==> config.mk <==
export PLATFORM = sky130hd
export DESIGN_NAME = flash_cart_command_controller_top
export DESIGN_NICKNAME = d
export VERILOG_FILES = /design/src/fccc_pkg.sv /design/src/flash_cart_command_controller_top.sv /design/src/fccc_in_stage.sv /design/src/fccc_core.sv /design/src/fccc_out_stage.sv
export SDC_FILE = /design/constraint.sdc
export NUM_CORES = 1
export LEC_CHECK = 0
export BUFFER_PORTS_ARGS = -buffer_cell sky130_fd_sc_hd__buf_2
export CAP_MARGIN = 20
export CELL_PAD_IN_SITES_DETAIL_PLACEMENT = 0
export CELL_PAD_IN_SITES_GLOBAL_PLACEMENT = 2
export CORE_ASPECT_RATIO = 0.5
export CORE_MARGIN = 2
export CORE_UTILIZATION = 37
export DETAILED_ROUTE_END_ITERATION = 16
export GPL_ROUTABILITY_DRIVEN = 0
export PLACE_DENSITY_LB_ADDON = 0.1
export SLEW_MARGIN = 20
export SYNTH_ARGS = -nofsm -noshare
export SYNTH_HDL_FRONTEND = slang
export SYNTH_SLANG_ARGS = --single-unit
==> constraint.sdc <==
create_clock -name clk_i -period 3.85 [get_ports clk_i]
set_input_delay 0.77 -clock clk_i [delete_from_list [all_inputs] [get_ports clk_i]]
set_output_delay 0.77 -clock clk_i [all_outputs]
set_load 0.02 [all_outputs]
==> src/fccc_pkg.sv <==
// ----------------------------------------------------------------------------
// Flash cartridge command controller package
// Shared types, command codes and ROM size helpers for the controller.
// ----------------------------------------------------------------------------
`default_nettype none

package fccc_pkg;

  // Field widths
  localparam int unsigned RomAddrW = 19;
  localparam int unsigned CfgIdxW  = 1;
  localparam int unsigned CfgDataW = 2;

  // Configuration register indexes
  localparam logic [CfgIdxW-1:0] CfgFlashEnable = 1'b0;
  localparam logic [CfgIdxW-1:0] CfgRomSize     = 1'b1;

  // ROM size codes
  localparam logic [1:0] RomSize128K = 2'd0;
  localparam logic [1:0] RomSize256K = 2'd1;
  localparam logic [1:0] RomSize512K = 2'd2;

  // Unlock sequence
  localparam logic [RomAddrW-1:0] UnlockAddr1 = 19'h05555;
  localparam logic [7:0]          UnlockData1 = 8'hAA;
  localparam logic [RomAddrW-1:0] UnlockAddr2 = 19'h02AAA;
  localparam logic [7:0]          UnlockData2 = 8'h55;

  // Command bytes
  localparam logic [7:0] CmdErase   = 8'h80;
  localparam logic [7:0] CmdProgram = 8'hA0;
  localparam logic [7:0] CmdIdEntry = 8'h90;
  localparam logic [7:0] CmdIdExit  = 8'hF0;

  // Software-ID bytes
  localparam logic [7:0] ManufId      = 8'hBF;
  localparam logic [7:0] DevId128K    = 8'hB5;
  localparam logic [7:0] DevId256K    = 8'hB6;
  localparam logic [7:0] DevId512K    = 8'hB7;
  localparam logic [7:0] DevIdUnknown = 8'hFF;

  // Result action codes
  typedef enum logic [2:0] {
    ActNone    = 3'd0,
    ActBank    = 3'd1,
    ActProgram = 3'd2,
    ActErase   = 3'd3,
    ActIdRead  = 3'd4
  } action_e;

  // Command sequencer steps; codes six and seven are unused
  typedef enum logic [2:0] {
    StIdle    = 3'd0,
    StUnlock1 = 3'd1,
    StCmd     = 3'd2,
    StArg     = 3'd3,
    StUnlock2 = 3'd4,
    StErase   = 3'd5
  } step_e;

  // One CPU bus access
  typedef struct packed {
    logic        kind;
    logic [15:0] cpu_address;
    logic [7:0]  bus_data;
  } in_item_t;

  // One result
  typedef struct packed {
    action_e             action;
    logic [RomAddrW-1:0] flash_address;
    logic [7:0]          write_data;
    logic [7:0]          read_data;
    logic [4:0]          prg_bank;
    logic [1:0]          chr_bank;
    logic                mirror_select;
    logic                id_mode;
  } out_item_t;

  // Address mask for the fitted ROM size; size code three acts as 512K.
  function automatic logic [RomAddrW-1:0] size_mask(input logic [1:0] code);
    logic [RomAddrW-1:0] mask;
    case (code)
      RomSize128K: mask = 19'h1FFFF;
      RomSize256K: mask = 19'h3FFFF;
      default:     mask = 19'h7FFFF;
    endcase
    return mask;
  endfunction

  // Device byte reported in software-ID mode.
  function automatic logic [7:0] device_byte(input logic [1:0] code);
    logic [7:0] id;
    case (code)
      RomSize128K: id = DevId128K;
      RomSize256K: id = DevId256K;
      RomSize512K: id = DevId512K;
      default:     id = DevIdUnknown;
    endcase
    return id;
  endfunction

endpackage

`default_nettype wire

==> src/flash_cart_command_controller_top.sv <==
// ----------------------------------------------------------------------------
// Flash cartridge command controller, top level
// Bank register and flash command sequencer for a cartridge bus.
// ----------------------------------------------------------------------------
// The block takes one CPU bus access per clock cycle while neither side stalls
// and returns exactly one result for each. An access passes through an input
// register and the command logic into a result register, and a new access can
// follow in every cycle unless the result register is held; the bank register
// and command step are updated once for each access.
// Writes to the configuration registers take effect at once and should be
// made while no access is in flight.
`default_nettype none

module flash_cart_command_controller_top
  import fccc_pkg::*;
#(
  parameter int unsigned SECTOR_BYTES = 4096
) (
  input  wire logic                clk_i,
  input  wire logic                rst_ni,
  input  wire logic                cfg_we_i,
  input  wire logic [CfgIdxW-1:0]  cfg_index_i,
  input  wire logic [CfgDataW-1:0] cfg_wdata_i,
  input  wire logic                in_valid_i,
  output      logic                in_stall_o,
  input  wire in_item_t            in_item_i,
  output      logic                out_valid_o,
  input  wire logic                out_stall_i,
  output      out_item_t           out_item_o
);

  logic      s1_valid;
  in_item_t  s1_item;
  logic      advance;
  out_item_t result;

  // Input register
  fccc_in_stage u_in_stage (
    .clk_i      (clk_i),
    .rst_ni     (rst_ni),
    .in_valid_i (in_valid_i),
    .in_stall_o (in_stall_o),
    .in_item_i  (in_item_i),
    .advance_i  (advance),
    .valid_o    (s1_valid),
    .item_o     (s1_item)
  );

  // Command logic
  fccc_core #(
    .SECTOR_BYTES (SECTOR_BYTES)
  ) u_core (
    .clk_i       (clk_i),
    .rst_ni      (rst_ni),
    .cfg_we_i    (cfg_we_i),
    .cfg_index_i (cfg_index_i),
    .cfg_wdata_i (cfg_wdata_i),
    .fire_i      (s1_valid && advance),
    .item_i      (s1_item),
    .result_o    (result)
  );

  // Result register
  fccc_out_stage u_out_stage (
    .clk_i       (clk_i),
    .rst_ni      (rst_ni),
    .res_valid_i (s1_valid),
    .res_item_i  (result),
    .advance_o   (advance),
    .out_valid_o (out_valid_o),
    .out_stall_i (out_stall_i),
    .out_item_o  (out_item_o)
  );

endmodule

`default_nettype wire

==> src/fccc_in_stage.sv <==
// ----------------------------------------------------------------------------
// Input register
// Holds one accepted bus access until the command logic has handled it.
// ----------------------------------------------------------------------------
`default_nettype none

module fccc_in_stage
  import fccc_pkg::*;
(
  input  wire logic     clk_i,
  input  wire logic     rst_ni,
  input  wire logic     in_valid_i,
  output      logic     in_stall_o,
  input  wire in_item_t in_item_i,
  input  wire logic     advance_i,
  output      logic     valid_o,
  output      in_item_t item_o
);

  logic     valid_q, valid_d;
  in_item_t item_q;
  logic     load;

  // The register is busy only while its item cannot move on.
  assign in_stall_o = valid_q && !advance_i;
  assign load       = in_valid_i && !in_stall_o;

  always_comb begin
    if (load) begin
      valid_d = 1'b1;
    end else if (advance_i) begin
      valid_d = 1'b0;
    end else begin
      valid_d = valid_q;
    end
  end

  always_ff @(posedge clk_i or negedge rst_ni) begin
    if (!rst_ni) begin
      valid_q <= 1'b0;
    end else begin
      valid_q <= valid_d;
    end
  end

  // Payload needs no reset.
  always_ff @(posedge clk_i) begin
    if (load) begin
      item_q <= in_item_i;
    end
  end

  assign valid_o = valid_q;
  assign item_o  = item_q;

endmodule

`default_nettype wire

==> src/fccc_core.sv <==
// ----------------------------------------------------------------------------
// Command logic
// Bank register, unlock and command sequencer, software-ID mode and the
// configuration registers; forms the result of the registered bus access.
// ----------------------------------------------------------------------------
`default_nettype none

module fccc_core
  import fccc_pkg::*;
#(
  parameter int unsigned SECTOR_BYTES = 4096
) (
  input  wire logic                clk_i,
  input  wire logic                rst_ni,
  input  wire logic                cfg_we_i,
  input  wire logic [CfgIdxW-1:0]  cfg_index_i,
  input  wire logic [CfgDataW-1:0] cfg_wdata_i,
  input  wire logic                fire_i,
  input  wire in_item_t            item_i,
  output      out_item_t           result_o
);

  localparam logic [RomAddrW-1:0] SectorMask = ~(RomAddrW'(SECTOR_BYTES - 1));

  logic        flash_en_q;
  logic [1:0]  rom_size_q;
  logic [7:0]  bank_q, bank_d;
  step_e       step_q, step_d;
  logic [7:0]  code_q, code_d;
  logic        id_q, id_d;

  logic                selected;
  logic                is_read;
  logic                bank_wr;
  logic                cmd_wr;
  logic [7:0]          data;
  logic [RomAddrW-1:0] faddr;
  logic [RomAddrW-1:0] raddr;

  // Decode of the access
  assign selected = item_i.cpu_address[15];
  assign is_read  = item_i.kind;
  assign data     = item_i.bus_data;
  assign bank_wr  = selected && !is_read && (item_i.cpu_address[14] || !flash_en_q);
  assign cmd_wr   = selected && !is_read && !bank_wr;

  // Flash address from the CPU window and the PRG bank; bit 14 overlaps.
  assign faddr = {bank_q[4:0], 14'd0} | {4'd0, item_i.cpu_address[14:0]};
  assign raddr = faddr & size_mask(rom_size_q);

  // Configuration registers
  always_ff @(posedge clk_i or negedge rst_ni) begin
    if (!rst_ni) begin
      flash_en_q <= 1'b1;
      rom_size_q <= RomSize512K;
    end else if (cfg_we_i) begin
      case (cfg_index_i)
        CfgFlashEnable: flash_en_q <= cfg_wdata_i[0];
        CfgRomSize:     rom_size_q <= cfg_wdata_i;
        default:        ;
      endcase
    end
  end

  // Next state of the bank register and the command sequencer
  always_comb begin
    bank_d = bank_q;
    step_d = step_q;
    code_d = code_q;
    id_d   = id_q;
    if (fire_i && bank_wr) begin
      bank_d = data;
    end else if (fire_i && cmd_wr) begin
      case (step_q)
        StIdle: begin
          if (faddr == UnlockAddr1 && data == UnlockData1) begin
            step_d = StUnlock1;
          end else if (data == CmdIdExit) begin
            id_d = 1'b0;
          end
        end
        StUnlock1, StUnlock2: begin
          if (faddr == UnlockAddr2 && data == UnlockData2) begin
            step_d = (step_q == StUnlock1) ? StCmd : StErase;
          end else begin
            step_d = StIdle;
          end
        end
        StCmd: begin
          if (data inside {CmdErase, CmdProgram, CmdIdEntry, CmdIdExit}) begin
            code_d = data;
            step_d = StArg;
            if (data == CmdIdEntry) begin
              id_d = 1'b1;
            end else if (data == CmdIdExit) begin
              id_d = 1'b0;
            end
          end else begin
            step_d = StIdle;
          end
        end
        StArg: begin
          if (code_q != CmdProgram && code_q == CmdErase && data == UnlockData1) begin
            step_d = StUnlock2;
          end else begin
            step_d = StIdle;
          end
        end
        default: begin
          step_d = StIdle;
        end
      endcase
    end
  end

  always_ff @(posedge clk_i or negedge rst_ni) begin
    if (!rst_ni) begin
      bank_q <= 8'd0;
      step_q <= StIdle;
      code_q <= 8'd0;
      id_q   <= 1'b0;
    end else begin
      bank_q <= bank_d;
      step_q <= step_d;
      code_q <= code_d;
      id_q   <= id_d;
    end
  end

  // Result of the access; status fields show the state after it.
  always_comb begin
    result_o               = '0;
    result_o.action        = ActNone;
    result_o.prg_bank      = bank_d[4:0];
    result_o.chr_bank      = bank_d[6:5];
    result_o.mirror_select = bank_d[7];
    result_o.id_mode       = id_d;
    if (selected && is_read) begin
      if (id_q) begin
        result_o.action    = ActIdRead;
        result_o.read_data = item_i.cpu_address[0] ? device_byte(rom_size_q) : ManufId;
      end
    end else if (bank_wr) begin
      result_o.action = ActBank;
    end else if (cmd_wr) begin
      if (step_q == StArg && code_q == CmdProgram) begin
        result_o.action        = ActProgram;
        result_o.flash_address = raddr;
        result_o.write_data    = data;
      end else if (step_q == StErase) begin
        result_o.action        = ActErase;
        result_o.flash_address = raddr & SectorMask;
      end
    end
  end

  // An erase is only issued from the final step of the erase sequence.
  assert property (@(posedge clk_i) disable iff (!rst_ni)
    fire_i && result_o.action == ActErase |-> step_q == StErase)
    else $error("erase issued outside the erase step");

  // A program transfer always returns the sequencer to idle.
  assert property (@(posedge clk_i) disable iff (!rst_ni)
    fire_i && result_o.action == ActProgram |=> step_q == StIdle)
    else $error("sequencer not idle after byte program");

  // Software-ID mode is only entered from the command step.
  assert property (@(posedge clk_i) disable iff (!rst_ni)
    $rose(id_q) |-> $past(step_q) == StCmd)
    else $error("ID mode entered outside the command step");

  // Bank register writes leave the command sequence undisturbed.
  assert property (@(posedge clk_i) disable iff (!rst_ni)
    fire_i && bank_wr |=> $stable(step_q))
    else $error("bank write disturbed the command step");

endmodule

`default_nettype wire

==> src/fccc_out_stage.sv <==
// ----------------------------------------------------------------------------
// Result register
// Holds one result until the receiving side takes it.
// ----------------------------------------------------------------------------
`default_nettype none

module fccc_out_stage
  import fccc_pkg::*;
(
  input  wire logic      clk_i,
  input  wire logic      rst_ni,
  input  wire logic      res_valid_i,
  input  wire out_item_t res_item_i,
  output      logic      advance_o,
  output      logic      out_valid_o,
  input  wire logic      out_stall_i,
  output      out_item_t out_item_o
);

  logic      valid_q, valid_d;
  out_item_t item_q;

  // The register can take a new result when empty or being emptied.
  assign advance_o = !valid_q || !out_stall_i;
  assign valid_d   = advance_o ? res_valid_i : valid_q;

  always_ff @(posedge clk_i or negedge rst_ni) begin
    if (!rst_ni) begin
      valid_q <= 1'b0;
    end else begin
      valid_q <= valid_d;
    end
  end

  always_ff @(posedge clk_i) begin
    if (advance_o && res_valid_i) begin
      item_q <= res_item_i;
    end
  end

  assign out_valid_o = valid_q;
  assign out_item_o  = item_q;

endmodule

`default_nettype wire

==> impl_metrics.ini, run 1 <==
[outcome]
outcome = finished clean

[worst_setup_path]
path_max_fanout = 21
timing.rr.end = u_out_stage.out_item_o[43]
r2r_cells = 5
end_kind = flop
cp.required_ns = 4.06
r2r_slack_ns = 1.43
worst_setup_path_start_kind = flop
reg2reg_from = u_core.code_q[1]
critPathKind = flop to flop
worstPathArrival_ns = 2.64

[placed_design]
dp_hpwl_um = 5350
io_buffers = 81
dp_slack_ns = 1.38

[synth]
syn_area_per_cell_um2 = 16.0
yosysSeqAreaShare_pct = 74.9
yosysTopAreaCell = edfxtp_1
synth_warnings = 0
synth_area_um2 = 3600
synth_flop_cell = edfxtp_1
syn_nets = 259
netlist.area_leader.share_pct = 57.5
synthCells = 226
async_flop_share_pct = 26.6
synth_area_leaders = edfxtp_1 (57%), dfrtp_1 (16%), and2_1 (4.3%), mux2_2 (4.1%), dfstp_2 (1.5%)
synth_edf_count = 69
ys_ff_latch = 94
yosysMostFrequentCell = edfxtp_1
synth_cell_types = 43
synth_commonest_cells = edfxtp_1 (69), and2_1 (25), dfrtp_1 (23)

[routing]
drt_iter0_drc = 90
ant_nets = 0
via_per_inst = 4.72
firstDrtPassIters = 4
wl_per_cell_um = 16.9
drc_errors = 0
vias = 2147
wl_um = 7680

[timing]
fin_crit_ns = 2.42
setup_ws_ns = 1.43
setup_viol = 0
tns_ns = 0
finalHoldViolCount = 0
rsz0062_at_grt = false
slew_viol_final = 0
maxSlewHeadroom_pct = 52.9
skew_ns = 0.00480
post-route-period-util_pct = 62.9
fmax_ghz = 0.413
worst_pin_slew_ns = 0.706

[clock_network]
cts_root_buf = clkbuf_16
cts_buffer_depth = 2
hold_buffers = 0
cts_setup_buffers = 0
htreeDepth = 3
insertion_delay_ns = 0.34
cts_buffers = 9
cts.sinks = 94
clkTransAtPathRegs_ns = 0.06
post_cts_resized = 0
cts_tree = yes

[global_routing]
grt_pass1_wl_um = 11600
grt_use_met3_pct = 5.28
antenna_found_initial = 0
grtUsageMet2_pct = 22.4
met1_usage_pct = 22.0
grt_pass1_vias = 2078
track_usage_pct = 15.6
grt_busiest_layer = met2
grt_max_degree = 45
overflow = 0

[pwr]
power_density_nw_per_um2 = 524
p_leak_nw = 1.86
vdd_ir_drop_max_uv = 215

[die]
die_area_um2 = 10600
coreArea_um2 = 9450
fp-row-count = 25
die_x_um = 144
initial_core_util_pct = 38.2
num_io_pins = 82
die_h_um = 73.8

[final_layout]
fillerInstances = 881
area_delta_synth_final_pct = 23.3
antennaDiodeCount = 0
layout-drive-gt1-share_pct = 38.8
fin_nets = 348

[run]
max_cap_violations = 0

[hold_path]
hp-class = input pin to async pin
==> cell families (layout without fill, tap and decap cells) <==
kind of cell / Yosys count / count (layout) / synth area share (%)
buffers and inverters: 13 / 107 / 1.74
and+or+nand+nor: 87 / 87 / 15.4
DFF: 94 / 94 / 74.9
muxes: 13 / 13 / 4.06
AOI/OAI and AO/OA: 18 / 18 / 3.64
xor gates and xnor gates: 1 / 1 / 0.243
==> state kept, by name, summed over array words and instances (netlist names) <==
| name | flops |
|---|---|
| u_core.bank_q | 8 |
| u_out_stage.out_item_o | 44 |
| u_core.step_q | 3 |
| u_in_stage.item_o | 25 |
| u_core.rom_size_q | 2 |
| u_out_stage.out_valid_o | 1 |
| u_core.flash_en_q | 1 |
| u_core.id_q | 1 |
| u_in_stage.valid_o | 1 |
| u_core.code_q | 8 |
==> metrics by stage <==
step / cell area [um2] / hold slack [ns] / instances / util, % / total power, mW
final: 4440 / 0.444 / 455 / 47.0 / 2.33
after global routing: 4440 / 0.474 / 455 / 47.0 / 2.42
after CTS: 4440 / 0.454 / 455 / 47.0 / 2.35
after detailed placement: 4170 / 0.459 / 439 / 44.1 / 1.53
after global placement: 4170 / 0.457 / 439 / 44.1 / 1.53
after floorplan: 3600 / 0.425 / 226 / - / 1.42
==> final cells by class <==
type	instances	area (um2)	area share, %
clock buffers	10	229	5.15
well taps	135	169	3.80
repair buffers	84	428	9.63
flip-flops and latches	94	2700	60.8
multi-input cells	119	843	19.0
clock inverters	6	47.5	1.07
inverters	7	26.3	0.591
==> routing by layer <==
| layer | vias to the layer above | routed length (um) |
|---|---|---|
| met3 | 8 | 474 |
| li1 | 1021 | - |
| met2 | 62 | 3290 |
| met4 | 0 | 79 |
| met1 | 1056 | 3840 |
| met5 | - | 0 |
==> cells in the final DEF, fill, tap and decap left out, drive strengths merged <==
cell,instances
o41ai,1
buf,84
and3,4
or4bb,3
o21ai,4
nand2b,3
or2,1
o41a,1
o22ai,2
nor4b,3
a21oi,3
nor4bb,2
clkinv,4
o2bb2ai,1
or4,2
a21o,1
inv,8
xor2,1
mux2,13
and4bb,2
nand3,10
edfxtp,69
a31oi,1
a22o,1
o21a,2
nor2,6
a41o,1
clkbuf,10
nor2b,6
dfrtp,23
nand4,1
and3b,1
dfstp,2
nor4,5
clkinvlp,1
and2,26
nand2,11
nand4bb,1
==> power by group <==
group | internal (mW) | leakage, nW | switching (mW)
clock network | 0.442 | 0.133 | 0.375
registers | 1.20 | 0.993 | 0.0578
logic | 0.0923 | 0.730 | 0.155
==> how the worst max path moves through the flow <==
stage | from | end | slack (ns) | cells after the start
2_1_floorplan | out_stall_i | u_out_stage.out_item_o[1] | 0.66 | 4
3_3_place_gp | u_core.code_q[1] | u_out_stage.out_item_o[42] | 1.53 | 5
3_5_place_dp | u_core.code_q[1] | u_out_stage.out_item_o[42] | 1.38 | 5
4_1_cts | u_core.code_q[1] | u_out_stage.out_item_o[43] | 1.36 | 5
5_1_grt | u_core.code_q[1] | u_out_stage.out_item_o[42] | 1.19 | 5
6_report | u_core.code_q[1] | u_out_stage.out_item_o[43] | 1.43 | 5
==> worst max-delay path, stage by stage, from the launching register on <==
cell and delay, ns:
dfrtp_1 0.37, or4_1 0.53, nor4_1 0.28, and3_1 0.67
a21o_1 0.27, and3_1 0.18
No activity file was read; power rests on OpenSTA's default activity.
==> run 2: changes to the inputs <==
==> constraint.sdc (replaced) <==
create_clock -name clk_i -period 2.55 [get_ports clk_i]
set_input_delay 0.51 -clock clk_i [delete_from_list [all_inputs] [get_ports clk_i]]
set_output_delay 0.51 -clock clk_i [all_outputs]
set_load 0.02 [all_outputs]
==> impl_metrics.ini, run 2 (same netlist as run 1, synthesis figures left out) <==
[outcome]
outcome = finished clean

[worst_setup_path]
worst_setup_path_start_kind = flop
path_max_fanout = 3
worstPathArrival_ns = 2.42
cp.required_ns = 2.80
end_kind = flop
critPathKind = flop to flop

[final_layout]
final_common_cell = buf_2
layout-drive-gt1-share_pct = 38.6
fin_nets = 349
antennaDiodeCount = 0
fin_util_pct = 47.5
largest_register_ffs = 44
area_delta_synth_final_pct = 24.5
layout_common_cells = buf_2 (81), edfxtp_1 (69), and2_1 (24)

[timing]
fmax_ghz = 0.461
worst_pin_slew_ns = 0.697
slew_viol_final = 0
setup_ws_ns = 0.383
maxSlewHeadroom_pct = 52.9
tns_ns = 0
finalHoldViolCount = 0
skew_ns = 0.00308
setup_viol = 0
rsz0062_at_grt = false
hold_slack_ns = 0.197
fin_crit_ns = 2.17
post-route-period-util_pct = 85.0

[pwr]
total_power_mw = 3.67
vdd_ir_drop_max_uv = 376
power_density_nw_per_um2 = 817
p_leak_nw = 1.87

[routing]
vias = 2164
ant_nets = 0
wl_um = 7620
wl_per_cell_um = 16.7
firstDrtPassIters = 4
drt_iter0_drc = 133
drc_errors = 0
via_per_inst = 4.75

[die]
die_h_um = 73.8
coreArea_um2 = 9450
die_x_um = 144
num_io_pins = 82
initial_core_util_pct = 38.2
die_area_um2 = 10600
fp-row-count = 25

[clock_network]
cts_buffers = 9
cts_tree = yes
cts_buffer_depth = 2
insertion_delay_ns = 0.33
cts_setup_buffers = 0
htreeDepth = 3
cts_root_buf = clkbuf_16
post_cts_resized = 0
hold_buffers = 0
clkTransAtPathRegs_ns = 0.06
cts.sinks = 94

[placed_design]
dp_hpwl_um = 5380
dp_slack_ns = 0.436
io_buffers = 81

[hold_path]
hp-class = input pin to async pin

[global_routing]
antenna_found_initial = 0
grt_max_degree = 45
overflow = 0
track_usage_pct = 15.0
grt_pass1_vias = 2116
grt_pass1_wl_um = 11400

[run]
max_cap_violations = 0
[run 2: metal layers]
layer / vias up / GRT usage, % / part of all wire [%]
met3: 10 / 4.43 / 6.5
met5: - / 0 / 0
met1: 1074 / 21.2 / 50
li1: 1022 / - / -
met4: 0 / 5.23 / 1.2
met2: 58 / 22.3 / 43
[run 2: stage by stage]
step | instance area, um2 | cells
floorplan | 3610 | 226
global placement | 4170 | 440
detailed placement | 4170 | 440
CTS | 4490 | 456
global route | 4490 | 456
finish | 4490 | 456
[run 2: power breakdown]
part | internal (mW) | switching, mW | leakage (nW)
Sequential | 1.82 | 0.0870 | 0.993
Combinational | 0.139 | 0.234 | 0.736
Clock | 0.855 | 0.535 | 0.142
[run 2: worst paths after layout]
| path | from | to | slack [ns] | cells after the start |
|---|---|---|---|---|
| min in group clk_i | in_item_i[18] | u_in_stage.item_o[18] | 0.35 | 1 |
| min reg2reg | u_core.code_q[5] | u_core.step_q[2] | 0.48 | 1 |
| max reg2reg | u_in_stage.item_o[11] | u_core.step_q[1] | 0.38 | 5 |
| max in group asynchronous | rst_ni | u_core.bank_q[0] | 1.94 | 1 |
| min | rst_ni | u_in_stage.valid_o | 0.20 | 1 |
| max | u_in_stage.item_o[11] | u_core.step_q[1] | 0.38 | 5 |
[run 2: cell type report]
cell class,instances,area [um2]
clock buffer,10,229
clock inverter,6,86.3
fill,881,4960
inverter,7,26.3
multi-input combinational,119,843
sequential,94,2700
tap,135,169
timing repair buffer,85,435
[run 2: worst max-delay path: stages (launching register included)]
cell,delay (ns)
edfxtp_1,0.40
or4bb_1,0.54
nor4b_1,0.61
a41o_1,0.30
o21ai_1,0.10
o22ai_2,0.13
==> run 3: changes to the inputs <==
==> constraint.sdc (replaced) <==
create_clock -name clk_i -period 2.1 [get_ports clk_i]
set_input_delay 0.42 -clock clk_i [delete_from_list [all_inputs] [get_ports clk_i]]
set_output_delay 0.42 -clock clk_i [all_outputs]
set_load 0.02 [all_outputs]
==> impl_metrics.ini, run 3 (same netlist as run 1, synthesis figures left out) <==
[outcome]
outcome = finished clean

[clock_network]
insertion_delay_ns = 0.34
hold_buffers = 0
cts_buffer_depth = 2
clkTransAtPathRegs_ns = 0.07
cts_buffers = 9
htreeDepth = 3
cts_root_buf = clkbuf_16
cts_tree = yes
cts_setup_buffers = 0
cts.sinks = 94

[timing]
rsz0062_at_grt = false
maxSlewHeadroom_pct = 60.4
skew_ns = 0.00746
setup_viol = 0
worst_pin_slew_ns = 0.593
tns_ns = 0
finalHoldViolCount = 0
fmax_ghz = 0.505
fin_crit_ns = 1.98
post-route-period-util_pct = 94.2
slew_viol_final = 0

[pwr]
vdd_ir_drop_max_uv = 505
combPwrFrac_pct = 11.0
power_frac_clock_pct = 36.1
pwr-share-seq_pct = 52.8
p_int_mw = 3.31
netSwitchingPower_mw = 1.05
p_leak_nw = 1.92
p_sw_share_pct = 24.1
power_density_nw_per_um2 = 954

[placed_design]
io_buffers = 81
dp_hpwl_um = 5610
placedCellCount = 451

[final_layout]
fillerInstances = 860
largest_register_ffs = 44
layout-drive-gt1-share_pct = 41.9
stdcell_count = 467
antennaDiodeCount = 0
area_delta_synth_final_pct = 26.8
fin_nets = 360
final_common_cell = buf_2
layout_common_cells = buf_2 (81), edfxtp_1 (69), and2_1 (24)

[die]
num_io_pins = 82
die_x_um = 144
coreArea_um2 = 9450
initial_core_util_pct = 38.2
die_h_um = 73.8
fp-row-count = 25
die_area_um2 = 10600

[worst_setup_path]
worstPathArrival_ns = 2.24
end_kind = flop
crit_chain = nor4b_2 > nand4_1 > or4_4 > o41a_1 > o22ai_2
crit_slowest_cell = or4_4
max_stage_delay_ns = 0.57
worst_setup_path_start_kind = flop
critPathKind = flop to flop
r2r_slack_ns = 0.12
cp.required_ns = 2.36
path_max_fanout = 3

[hold_path]
hp-class = input pin to async pin

[run]
max_cap_violations = 0

[routing]
via_per_inst = 4.67
drc_errors = 0
firstDrtPassIters = 4
drt_iter0_drc = 108
ant_nets = 0
vias = 2182
wl_um = 7720
wl_per_cell_um = 16.5

[global_routing]
antenna_found_initial = 0
track_usage_pct = 15.7
overflow = 0
grt_max_degree = 45
grt_pass1_wl_um = 11900
grt_pass1_vias = 2201
## run 3: cell count changes in the layout (fill, tap and decap cells not counted), sizes merged
| cell | before | now |
|---|---|---|
| clkinvlp | 3 | 2 |
| bufinv | 2 | 1 |
| clkinv | 1 | 3 |
| buf | 85 | 96 |
## run 3: final timing paths
path                                            from  cells past startpoint                     to
min in group clk_i                     in_item_i[14]                      1  u_in_stage.item_o[14]
worst min register to register      u_core.code_q[7]                      1       u_core.code_q[7]
max in group asynchronous                     rst_ni                      1            u_core.id_q
worst min-delay path                          rst_ni                      1       u_core.code_q[3]
worst max register to register  u_in_stage.item_o[8]                      5       u_core.step_q[1]
worst max-delay path            u_in_stage.item_o[8]                      5       u_core.step_q[1]
## run 3: critical path, delay by kind of cell, from the launching register on
family,cells,cell delay [ns]
AND/OR/NAND/NOR,3,1.05
AO/OA/AOI/OAI,2,0.42
flip-flops,1,0.43
## run 3: timing repair
| item | in CTS | in global routing |
|---|---|---|
| resized for setup | 1 | 4 |
| gates cloned | 0 | 0 |
| setup endpoints to repair | 1 | 28 |
| hold endpoints to repair | 0 | 0 |
## run 3: cell type report
class                      count  area (um2)  area share, %
sequential                    94        2700           59.1
multi-input combinational    119         866           18.9
timing repair buffer          96         518           11.3
clock buffer                  10         229           5.01
tap                          135         169           3.70
clock inverter                 6        62.6           1.37
inverter                       7        26.3          0.575
## run 3: per-stage QoR
stage	area (um2)	hold WS (ns)	total power [mW]	util, %	worst slack [ns]
after floorplan	3610	0.124	2.61	-	0.117
after global placement	4260	0.454	2.82	45.1	0.0119
after detailed placement	4260	0.458	2.83	45.1	0.0309
after CTS	4560	0.0953	4.41	48.2	0.0911
after global routing	4570	0.126	4.55	48.4	0.0222
final	4570	0.0878	4.36	48.4	0.121
## run 3: power groups by stage
stage          registers, mW  logic [mW]  clock network [mW]
2_1_floorplan           2.41       0.198                   0
3_3_place_gp            2.34       0.479                   0
3_5_place_dp            2.34       0.484                   0
4_1_cts                 2.31       0.487                1.62
5_1_grt                 2.33       0.519                1.70
6_report                2.30       0.481                1.58
## run 3: routing by layer
| metal | routed length [um] | global-route usage [%] | vias to the layer above |
|---|---|---|---|
| met5 | 0 | 0 | - |
| met4 | 91 | 4.90 | 0 |
| met3 | 413 | 4.76 | 11 |
| met2 | 3300 | 23.6 | 55 |
| met1 | 3910 | 21.9 | 1069 |
| li1 | - | - | 1047 |
